### src/sv/tcd_pkg.sv
package tcd_pkg;

  localparam int unsigned HeaderLen   = 18;
  localparam int unsigned MaxWidth    = 1024;
  localparam int unsigned MaxHeight   = 512;
  localparam int unsigned PaletteSize = 256;
  localparam int unsigned SectorLimit = 2048;

  localparam logic [0:0] REG_SECTOR_SIZE = 1'b0;
  localparam logic [0:0] REG_FILE_SIZE   = 1'b1;

  typedef enum logic [1:0] {
    KIND_ACCEPT  = 2'd0,
    KIND_PALETTE = 2'd1,
    KIND_PIXEL   = 2'd2,
    KIND_REJECT  = 2'd3
  } kind_t;

  localparam logic [2:0] ERR_TYPE         = 3'd0;
  localparam logic [2:0] ERR_PAL_LENGTH   = 3'd1;
  localparam logic [2:0] ERR_ENTRY_SIZE   = 3'd2;
  localparam logic [2:0] ERR_IMAGE_SIZE   = 3'd3;
  localparam logic [2:0] ERR_PAST_SECTOR  = 3'd4;
  localparam logic [2:0] ERR_PAST_FILE    = 3'd5;

  typedef enum logic [4:0] {
    PH_HEADER  = 5'b00001,
    PH_SKIP_ID = 5'b00010,
    PH_PALETTE = 5'b00100,
    PH_PIXELS  = 5'b01000,
    PH_IDLE    = 5'b10000
  } phase_t;

  typedef struct packed {
    kind_t       kind;
    logic [2:0]  error_code;
    logic [7:0]  palette_index;
    logic [4:0]  red;
    logic [4:0]  green;
    logic [4:0]  blue;
    logic        opaque;
    logic [9:0]  column;
    logic [8:0]  row;
    logic [10:0] image_width;
    logic [9:0]  image_height;
    logic        image_done;
  } result_t;

endpackage

### src/sv/tcd_if.sv
interface tcd_byte_if;
  logic       valid;
  logic       ready;
  logic [7:0] byte_value;
  logic       first_of_file;
  modport source (output valid, output byte_value, output first_of_file, input ready);
  modport sink (input valid, input byte_value, input first_of_file, output ready);
endinterface

interface tcd_result_if;
  logic        valid;
  logic        ready;
  logic [1:0]  kind;
  logic [2:0]  error_code;
  logic [7:0]  palette_index;
  logic [4:0]  red;
  logic [4:0]  green;
  logic [4:0]  blue;
  logic        opaque;
  logic [9:0]  column;
  logic [8:0]  row;
  logic [10:0] image_width;
  logic [9:0]  image_height;
  logic        image_done;
  modport source (output valid, output kind, output error_code, output palette_index,
                  output red, output green, output blue, output opaque, output column,
                  output row, output image_width, output image_height,
                  output image_done, input ready);
  modport sink (input valid, input kind, input error_code, input palette_index,
                input red, input green, input blue, input opaque, input column,
                input row, input image_width, input image_height, input image_done,
                output ready);
endinterface

interface tcd_cfg_if;
  logic        valid;
  logic        ready;
  logic [0:0]  index;
  logic [19:0] data;
  modport source (output valid, output index, output data, input ready);
  modport sink (input valid, input index, input data, output ready);
endinterface

### src/sv/tcd_parser.sv
module tcd_parser (
  input  logic             clk,
  input  logic             rst,
  input  logic             accept,
  input  logic [7:0]       byte_value,
  input  logic             first_of_file,
  input  logic [11:0]      sector_size,
  input  logic [19:0]      file_size,
  output logic             push,
  output tcd_pkg::result_t result
);
  import tcd_pkg::*;

  phase_t      phase;
  logic [4:0]  hpos;
  logic [7:0]  hdr [HeaderLen];
  logic [20:0] area;
  logic [10:0] pixoff;
  logic [8:0]  pal_count;
  logic        four;
  logic [10:0] width_h;
  logic [9:0]  height_h;
  logic        top_down;
  logic [9:0]  hold;
  logic [8:0]  cnt;
  logic [1:0]  sub;
  logic [9:0]  col;
  logic [8:0]  row;

  phase_t      cur_phase;
  logic [4:0]  cur_pos;
  logic [15:0] cmaplen, w, h;
  logic [12:0] ss;
  logic [21:0] pix_end;
  logic        header_ok;
  logic [2:0]  err;
  logic        last_col, last_row, last_sub;
  logic [9:0]  mirrored;

  assign cur_phase = first_of_file ? PH_HEADER : phase;
  assign cur_pos   = first_of_file ? 5'd0 : hpos;
  assign cmaplen   = {hdr[6], hdr[5]};
  assign w         = {hdr[13], hdr[12]};
  assign h         = {hdr[15], hdr[14]};
  assign ss        = (sector_size == 12'd0) ? 13'(SectorLimit) : {1'b0, sector_size};
  assign pix_end   = 22'(pixoff) + 22'(area);
  assign last_col  = (11'(col) + 11'd1) >= width_h;
  assign last_row  = (10'(row) + 10'd1) >= height_h;
  assign last_sub  = (sub == (four ? 2'd3 : 2'd2));
  assign mirrored  = height_h - 10'd1 - 10'(row);

  // Header checks run in order of their error codes; the first failure wins.
  always_comb begin
    header_ok = 1'b0;
    err       = ERR_TYPE;
    priority if (hdr[1] != 8'd1 || hdr[2] != 8'd1 || hdr[16] != 8'd8) err = ERR_TYPE;
    else if (cmaplen == 16'd0 || cmaplen > 16'(PaletteSize)) err = ERR_PAL_LENGTH;
    else if (hdr[7] != 8'd24 && hdr[7] != 8'd32) err = ERR_ENTRY_SIZE;
    else if (w == 16'd0 || h == 16'd0 || w > 16'(MaxWidth) || h > 16'(MaxHeight))
      err = ERR_IMAGE_SIZE;
    else if (ss > 13'(SectorLimit) || 13'(pixoff) > ss) err = ERR_PAST_SECTOR;
    else if (pix_end > 22'(file_size)) err = ERR_PAST_FILE;
    else header_ok = 1'b1;
  end

  always_comb begin
    push   = 1'b0;
    result = '0;
    unique case (cur_phase)
      PH_HEADER: begin
        if (cur_pos == 5'(HeaderLen - 1)) begin
          push = accept;
          if (header_ok) begin
            result.kind         = KIND_ACCEPT;
            result.image_width  = w[10:0];
            result.image_height = h[9:0];
          end else begin
            result.kind       = KIND_REJECT;
            result.error_code = err;
          end
        end
      end
      PH_PALETTE: begin
        if (sub == 2'd2) begin
          push                 = accept;
          result.kind          = KIND_PALETTE;
          result.palette_index = cnt[7:0];
          result.red           = byte_value[7:3];
          result.green         = hold[9:5];
          result.blue          = hold[4:0];
          result.opaque        = (cnt != 9'd0);
        end
      end
      PH_PIXELS: begin
        push                 = accept;
        result.kind          = KIND_PIXEL;
        result.palette_index = byte_value;
        result.column        = col;
        result.row           = top_down ? row : mirrored[8:0];
        result.image_done    = last_col && last_row;
      end
      PH_SKIP_ID, PH_IDLE: ;
      default: ;
    endcase
  end

  // Header store holds payload only; no reset needed.
  always_ff @(posedge clk) begin
    if (accept && cur_phase == PH_HEADER) begin
      hdr[cur_pos] <= byte_value;
      // Pixel count and pixel offset are formed on earlier header bytes so the
      // last byte only needs one add and the compares.
      if (cur_pos == 5'd15) area <= 21'(w[10:0]) * 21'({byte_value[1:0], hdr[14]});
      if (cur_pos == 5'd16) begin
        pixoff <= 11'(HeaderLen) + 11'(hdr[0]) +
                  ((hdr[7] == 8'd32) ? {cmaplen[8:0], 2'b00} : 11'(cmaplen[8:0]) * 11'd3);
      end
    end
  end

  always_ff @(posedge clk) begin
    if (rst) begin
      phase     <= PH_HEADER;
      hpos      <= '0;
      pal_count <= '0;
      four      <= 1'b0;
      width_h   <= '0;
      height_h  <= '0;
      top_down  <= 1'b0;
      hold      <= '0;
      cnt       <= '0;
      sub       <= '0;
      col       <= '0;
      row       <= '0;
    end else if (accept) begin
      unique case (cur_phase)
        PH_HEADER: begin
          hpos  <= cur_pos + 5'd1;
          phase <= PH_HEADER;
          if (cur_pos == 5'(HeaderLen - 1)) begin
            if (header_ok) begin
              pal_count <= cmaplen[8:0];
              four      <= (hdr[7] == 8'd32);
              width_h   <= w[10:0];
              height_h  <= h[9:0];
              top_down  <= byte_value[5];
              cnt       <= '0;
              sub       <= '0;
              col       <= '0;
              row       <= '0;
              phase     <= (hdr[0] != 8'd0) ? PH_SKIP_ID : PH_PALETTE;
            end else begin
              phase <= PH_IDLE;
            end
          end
        end
        PH_SKIP_ID: begin
          if ((cnt + 9'd1) >= 9'(hdr[0])) begin
            cnt   <= '0;
            phase <= PH_PALETTE;
          end else begin
            cnt <= cnt + 9'd1;
          end
        end
        PH_PALETTE: begin
          if (sub == 2'd0) hold <= {5'd0, byte_value[7:3]};
          else if (sub == 2'd1) hold <= {byte_value[7:3], hold[4:0]};
          if (last_sub) begin
            sub <= '0;
            if ((cnt + 9'd1) >= pal_count) begin
              cnt   <= '0;
              phase <= PH_PIXELS;
            end else begin
              cnt <= cnt + 9'd1;
            end
          end else begin
            sub <= sub + 2'd1;
          end
        end
        PH_PIXELS: begin
          if (last_col) begin
            col <= '0;
            if (last_row) phase <= PH_IDLE;
            else row <= row + 9'd1;
          end else begin
            col <= col + 10'd1;
          end
        end
        PH_IDLE: ;
        default: phase <= PH_IDLE;
      endcase
    end
  end

endmodule

### src/sv/tcd_queue.sv
module tcd_queue (
  input  logic             clk,
  input  logic             rst,
  input  logic             push,
  input  tcd_pkg::result_t push_data,
  output logic             space,
  input  logic             pop,
  output logic             valid,
  output tcd_pkg::result_t head
);
  import tcd_pkg::*;

  result_t    mem [2];
  logic       wr_ptr, rd_ptr;
  logic [1:0] count;

  assign space = (count != 2'd2);
  assign valid = (count != 2'd0);
  assign head  = mem[rd_ptr];

  always_ff @(posedge clk) begin
    if (push) mem[wr_ptr] <= push_data;
  end

  always_ff @(posedge clk) begin
    if (rst) begin
      wr_ptr <= 1'b0;
      rd_ptr <= 1'b0;
      count  <= '0;
    end else begin
      if (push) wr_ptr <= ~wr_ptr;
      if (pop) rd_ptr <= ~rd_ptr;
      count <= count + {1'b0, push} - {1'b0, pop};
    end
  end

endmodule

### src/sv/tga_colormapped_image_decoder_unit.sv
// Streaming decoder for colour-mapped, uncompressed, 8-bit TGA files. Bytes enter one per
// cycle on the stream channel; first_of_file restarts parsing. On the 18th header byte one
// accept or reject item comes out, then one item per palette entry (on its red byte) and
// one per pixel. The parser takes a byte every cycle unless stalled. A two-entry result
// queue between the parser and the result port stalls the stream only when it is full. The
// user must write sector_size and file_size on the cfg channel only while no file is being
// decoded; the block does not enforce it. Both are sampled on the last header byte.
module tga_colormapped_image_decoder_unit (
  input logic          clk,
  input logic          rst,
  tcd_byte_if.sink     stream,
  tcd_cfg_if.sink      cfg,
  tcd_result_if.source results
);
  import tcd_pkg::*;

  logic [11:0] sector_size;
  logic [19:0] file_size;
  logic        accept, push, space, pop;
  result_t     res, head;

  assign cfg.ready    = 1'b1;
  assign stream.ready = space;
  assign accept       = stream.valid && space;
  assign pop          = results.valid && results.ready;

  always_ff @(posedge clk) begin
    if (rst) begin
      sector_size <= 12'(SectorLimit);
      file_size   <= '0;
    end else if (cfg.valid) begin
      unique case (cfg.index)
        REG_SECTOR_SIZE: sector_size <= cfg.data[11:0];
        REG_FILE_SIZE:   file_size   <= cfg.data;
        default: ;
      endcase
    end
  end

  tcd_parser u_parser (
    .clk(clk), .rst(rst), .accept(accept), .byte_value(stream.byte_value),
    .first_of_file(stream.first_of_file), .sector_size(sector_size),
    .file_size(file_size), .push(push), .result(res)
  );

  tcd_queue u_queue (
    .clk(clk), .rst(rst), .push(push), .push_data(res), .space(space),
    .pop(pop), .valid(results.valid), .head(head)
  );

  assign results.kind          = head.kind;
  assign results.error_code    = head.error_code;
  assign results.palette_index = head.palette_index;
  assign results.red           = head.red;
  assign results.green         = head.green;
  assign results.blue          = head.blue;
  assign results.opaque        = head.opaque;
  assign results.column        = head.column;
  assign results.row           = head.row;
  assign results.image_width   = head.image_width;
  assign results.image_height  = head.image_height;
  assign results.image_done    = head.image_done;

endmodule

### src/flat_wrapper.sv
// flat-port wrapper written by rule: the top's interface ports become plain ports
module tga_colormapped_image_decoder_unit_flat import tcd_pkg::*;
  (clk, rst, stream_valid, stream_byte_value, stream_first_of_file, stream_ready, cfg_valid, cfg_index, cfg_data, cfg_ready, results_valid, results_kind, results_error_code, results_palette_index, results_red, results_green, results_blue, results_opaque, results_column, results_row, results_image_width, results_image_height, results_image_done, results_ready);
  tcd_byte_if stream_i ();
  tcd_cfg_if cfg_i ();
  tcd_result_if results_i ();
  input logic clk;
  input logic rst;
  input wire logic [$bits(stream_i.valid)-1:0] stream_valid;
  input wire logic [$bits(stream_i.byte_value)-1:0] stream_byte_value;
  input wire logic [$bits(stream_i.first_of_file)-1:0] stream_first_of_file;
  output wire logic [$bits(stream_i.ready)-1:0] stream_ready;
  input wire logic [$bits(cfg_i.valid)-1:0] cfg_valid;
  input wire logic [$bits(cfg_i.index)-1:0] cfg_index;
  input wire logic [$bits(cfg_i.data)-1:0] cfg_data;
  output wire logic [$bits(cfg_i.ready)-1:0] cfg_ready;
  output wire logic [$bits(results_i.valid)-1:0] results_valid;
  output wire logic [$bits(results_i.kind)-1:0] results_kind;
  output wire logic [$bits(results_i.error_code)-1:0] results_error_code;
  output wire logic [$bits(results_i.palette_index)-1:0] results_palette_index;
  output wire logic [$bits(results_i.red)-1:0] results_red;
  output wire logic [$bits(results_i.green)-1:0] results_green;
  output wire logic [$bits(results_i.blue)-1:0] results_blue;
  output wire logic [$bits(results_i.opaque)-1:0] results_opaque;
  output wire logic [$bits(results_i.column)-1:0] results_column;
  output wire logic [$bits(results_i.row)-1:0] results_row;
  output wire logic [$bits(results_i.image_width)-1:0] results_image_width;
  output wire logic [$bits(results_i.image_height)-1:0] results_image_height;
  output wire logic [$bits(results_i.image_done)-1:0] results_image_done;
  input wire logic [$bits(results_i.ready)-1:0] results_ready;
  assign stream_i.valid = stream_valid;
  assign stream_i.byte_value = stream_byte_value;
  assign stream_i.first_of_file = stream_first_of_file;
  assign stream_ready = stream_i.ready;
  assign cfg_i.valid = cfg_valid;
  assign cfg_i.index = cfg_index;
  assign cfg_i.data = cfg_data;
  assign cfg_ready = cfg_i.ready;
  assign results_valid = results_i.valid;
  assign results_kind = results_i.kind;
  assign results_error_code = results_i.error_code;
  assign results_palette_index = results_i.palette_index;
  assign results_red = results_i.red;
  assign results_green = results_i.green;
  assign results_blue = results_i.blue;
  assign results_opaque = results_i.opaque;
  assign results_column = results_i.column;
  assign results_row = results_i.row;
  assign results_image_width = results_i.image_width;
  assign results_image_height = results_i.image_height;
  assign results_image_done = results_i.image_done;
  assign results_i.ready = results_ready;
  tga_colormapped_image_decoder_unit u_core (.clk(clk), .rst(rst), .stream(stream_i), .cfg(cfg_i), .results(results_i));
endmodule
### config.mk
export PLATFORM = sky130hd
export DESIGN_NAME = tga_colormapped_image_decoder_unit_flat
export DESIGN_NICKNAME = d
export VERILOG_FILES = /design/src/sv/tcd_pkg.sv /design/src/sv/tcd_if.sv /design/src/sv/tcd_parser.sv /design/src/sv/tcd_queue.sv /design/src/sv/tga_colormapped_image_decoder_unit.sv /design/src/flat_wrapper.sv
export SDC_FILE = /design/constraint.sdc
export NUM_CORES = 1
export LEC_CHECK = 0
export ABC_AREA = 1
export BUFFER_PORTS_ARGS = -buffer_cell sky130_fd_sc_hd__buf_2
export CAP_MARGIN = 15
export CORE_UTILIZATION = 39
export DETAILED_ROUTE_END_ITERATION = 8
export PLACE_DENSITY_LB_ADDON = 0.3
export SLEW_MARGIN = 20
export SYNTH_ARGS = -nofsm -noshare
export SYNTH_HDL_FRONTEND = slang
export SYNTH_SLANG_ARGS = --single-unit
### constraint.sdc
create_clock -name clk -period 6.8 [get_ports clk]
set_input_delay 0.34 -clock clk [delete_from_list [all_inputs] [get_ports clk]]
set_output_delay 0.34 -clock clk [all_outputs]
set_load 0.05 [all_outputs]
==> impl_metrics.json <==
{
  "antenna_found_initial": 1,
  "synth.distinct_cells": 53,
  "clk_latency_ps": 590,
  "criticalPathCategory": "register to register",
  "slew_viol_final": 0,
  "drc": 0,
  "first_pass_iters": 5,
  "clkSinkCount": 379,
  "p_sw_share_pct": 29.18,
  "worst_slew_pin_slew_ps": 1108,
  "skew_ps": 29.72,
  "arrival_ps": 5680,
  "ys_seq_area_share_pct": 45.09,
  "place_hpwl_um": 39750,
  "cts_hold_buf": 1,
  "synth-edff-count": 260,
  "cts.clk_slew.worst_paths_ps": 60,
  "end_kind": "register",
  "final_nets": 2804,
  "die_h_um": 242.7,
  "start_kind": "register",
  "fin_cells": 3299,
  "areaGrowthSynthToFinish_pct": 12.19,
  "finalSetupViolations": 0,
  "grt_pass1_vias": 16380,
  "wl_per_cell_um": 16.40,
  "fill_cells": 5404,
  "syn_nets": 2720,
  "syn_area_um2": 22600,
  "cp_num_buf_inv": 1,
  "wl_um": 54110,
  "cts-htree-levels": 2,
  "max_cap_viol_count": 0,
  "dpl_cell_area_um2": 23830,
  "ant_nets": 0,
  "p_comb_share_pct": 17.9,
  "clock.fmax_ghz": 0.1866,
  "diodes": 0,
  "place.port_buffers": 106,
  "slew_headroom_pct": 25.55,
  "ys_ff_latch": 379,
  "p_int_mw": 4.308,
  "powerDensity_nw_per_um2": 239.9,
  "cpMostUsedCell": "fa_1",
  "reg2reg_depth": 18,
  "die_w_um": 242.7,
  "crit_family": "adder cells",
  "period_share_pct": 78.79,
  "power_mw": 6.083,
  "dpl.cell_count": 3217,
  "p_sw_mw": 1.775,
  "cp_cell_sequence": "nand2_1, fa_1, fa_1, inv_1, fa_1, fa_1, fa_1, ha_1, a21oi_1, nor2_1, a211oi_1, nand3_1, nand3_1, o21bai_1, nand2_1, nand2_1, a21oi_1, xor2_1",
  "hold_class": "input port to register",
  "postLayoutCellArea_um2": 25350,
  "synthFlopType": "edfxtp_1",
  "numCtsBuffers": 44,
  "cpMaxStageDelayCell": "edfxtp_1",
  "pwr-share-seq_pct": 42.8,
  "routabilityCongestion": 0.9116,
  "ir_drop_v": 0.0001876,
  "cts_buffer_depth": 3,
  "cpPeakStageDelay_ps": 680,
  "yosysWarnings": 0,
  "first_iter_violations": 1168,
  "rsz0062_at_grt": "no",
  "min_path_cells": 3,
  "rows": 87,
  "holdWs_ps": 49.12,
  "die_area_um2": 58910,
  "initial_core_util_pct": 39.77,
  "final_hold_viol_count": 0,
  "drive_gt1_share_pct": 11.80,
  "critPathRequiredTime_ps": 7120,
  "crit_fanout": 13,
  "vias": 16630,
  "cts_tree": "done",
  "track_usage_pct": 18.45,
  "status": "finished, final reports clean",
  "layout_min_cycle_time_ps": 5358,
  "grt_pass1_wl_um": 86580,
  "fp.coreArea_um2": 56820,
  "synthArstFlopShare_pct": 0,
  "ctsResizeCount": 0,
  "cts_setup_buffers": 0,
  "routed_via_density": 5.040,
  "io_pins": 108,
  "grt_max_degree": 91,
  "grt_overflow": 0,
  "syn_inst": 2424,
  "clock-root-buffer": "clkbuf_16",
  "setup_tns_ps": 0,
  "pwr-share-clk_pct": 39.3,
  "critical_path_cell_count": 18,
  "p_leak_nw": 11.16,
  "avgSynthCellArea_um2": 9.322
}
-- cell type report --
cell class | instances | area (µm²) | share of cell area [%]
inverters | 393 | 1475 | 5.819
flip-flops and latches | 379 | 10190 | 40.21
repair buffers | 119 | 630.6 | 2.488
well taps | 756 | 945.9 | 3.731
clock inverters | 20 | 227.7 | 0.8983
multi-input cells | 1571 | 10620 | 41.90
clock buffers | 61 | 1256 | 4.955
-- layout by cell type (no fill, tap or decap), types with 9 or more instances in the layout --
cell and instances:
nand2_1 439, inv_1 382, edfxtp_1 260, nor2_1 197, ha_1 187, a21oi_1 165, dfxtp_1 118, buf_2 106
nand3_1 96, o21ai_0 85, fa_1 74, mux2_2 70, xor2_1 54, clkbuf_16 45, nor3_1 43, nand4_1 32
o21ai_1 20, xnor2_1 19, nor4_1 14, buf_4 12, inv_2 10, clkbuf_1 9
-- synth_stat cells, types with 4 or more instances --
cell type	count	area share [%]
nor2_2	4	0.11
a211oi_1	4	0.13
o21ai_0	85	1.9
nor2_1	199	3.3
nand4_1	32	0.89
nand3_1	96	2.1
a31oi_1	5	0.14
o31ai_1	4	0.13
fa_1	74	6.6
o21ai_1	20	0.44
nand2_1	440	7.3
xnor2_1	19	0.74
dfxtp_1	119	11
buf_2	8	0.18
clkbuf_1	57	0.95
inv_1	382	6.3
o22ai_1	7	0.19
inv_2	10	0.17
edfxtp_1	260	35
buf_1	6	0.10
nor4_1	14	0.39
mux2_2	70	3.5
xor2_1	54	2.1
ha_1	187	10
nor3_1	49	1.1
a21oi_1	165	3.7
buf_4	7	0.23
-- cell families (layout without fill, tap and decap cells) --
logic type	count (synthesis)	in the layout	synth area share, %
and+or+nand+nor	857	857	16.25
AOI/OAI and AO/OA	309	309	7.281
adders and majority gates	261	261	16.91
xor gates and xnor gates	73	73	2.829
other	1	1	0.01660
muxes	70	70	3.488
DFF	379	379	45.09
buffers and inverters	474	593	8.134
-- registers in the layout (all words and copies together) (netlist names), 2 cells and up, named ones only --
register and cells:
u_core.u_parser.hold 10, u_core.u_queue.mem 140, u_core.u_parser.cnt 9, u_core.u_parser.row 9
u_core.u_parser.pixoff 11, u_core.u_parser.area 21, u_core.file_size 20, u_core.sector_size 12
u_core.u_parser.sub 2, u_core.u_parser.width_h 11, u_core.u_parser.col 10, u_core.u_queue.count 2
u_core.u_parser.hpos 5, u_core.u_parser.pal_count 9, u_core.u_parser.hdr 88, u_core.u_parser.phase 5
u_core.u_parser.height_h 10
-- tightest hold or removal path: stages --
cell and delay, ps:
buf_2 70, o21ai_0 70, a21oi_1 100
-- power by group through the flow --
stage | Clock, mW | Combinational, mW | Sequential [mW]
2_1_floorplan | 0 | 0.859 | 2.62
3_3_place_gp | 0 | 1.06 | 2.65
3_5_place_dp | 0 | 1.08 | 2.65
4_1_cts | 2.44 | 1.09 | 2.60
5_1_grt | 2.53 | 1.21 | 2.61
6_report | 2.39 | 1.09 | 2.60
-- metrics by stage --
stage	util (%)	setup slack (ps)
after floorplan	-	1656
after global routing	44.61	1109
after CTS	44.57	1444
after detailed placement	41.94	1449
final	44.61	1442
after global placement	41.92	1492
-- path summary, 6_finish.rpt --
path	start	slack (ps)	to
max	u_core.u_parser.hdr[14][7]$_DFFE_PP_	1440	u_core.u_parser.area[18]$_DFFE_PP_
min	cfg_data[19]	50	u_core.file_size[19]$_SDFFE_PP0P_
max reg2reg	u_core.u_parser.hdr[14][7]$_DFFE_PP_	1440	u_core.u_parser.area[18]$_DFFE_PP_
min reg2reg	u_core.u_queue.rd_ptr$_SDFFE_PP0P_	450	register
-- metal layers --
metal  GRT usage, %  share of wire [%]  up-vias
met5              0                  0        -
met4          5.901                2.7        0
met3          2.831                5.0       98
met2          30.76                 48      398
met1          24.53                 45     7976
li1               -                  -     8154
(Power assumes the default switching activity.)
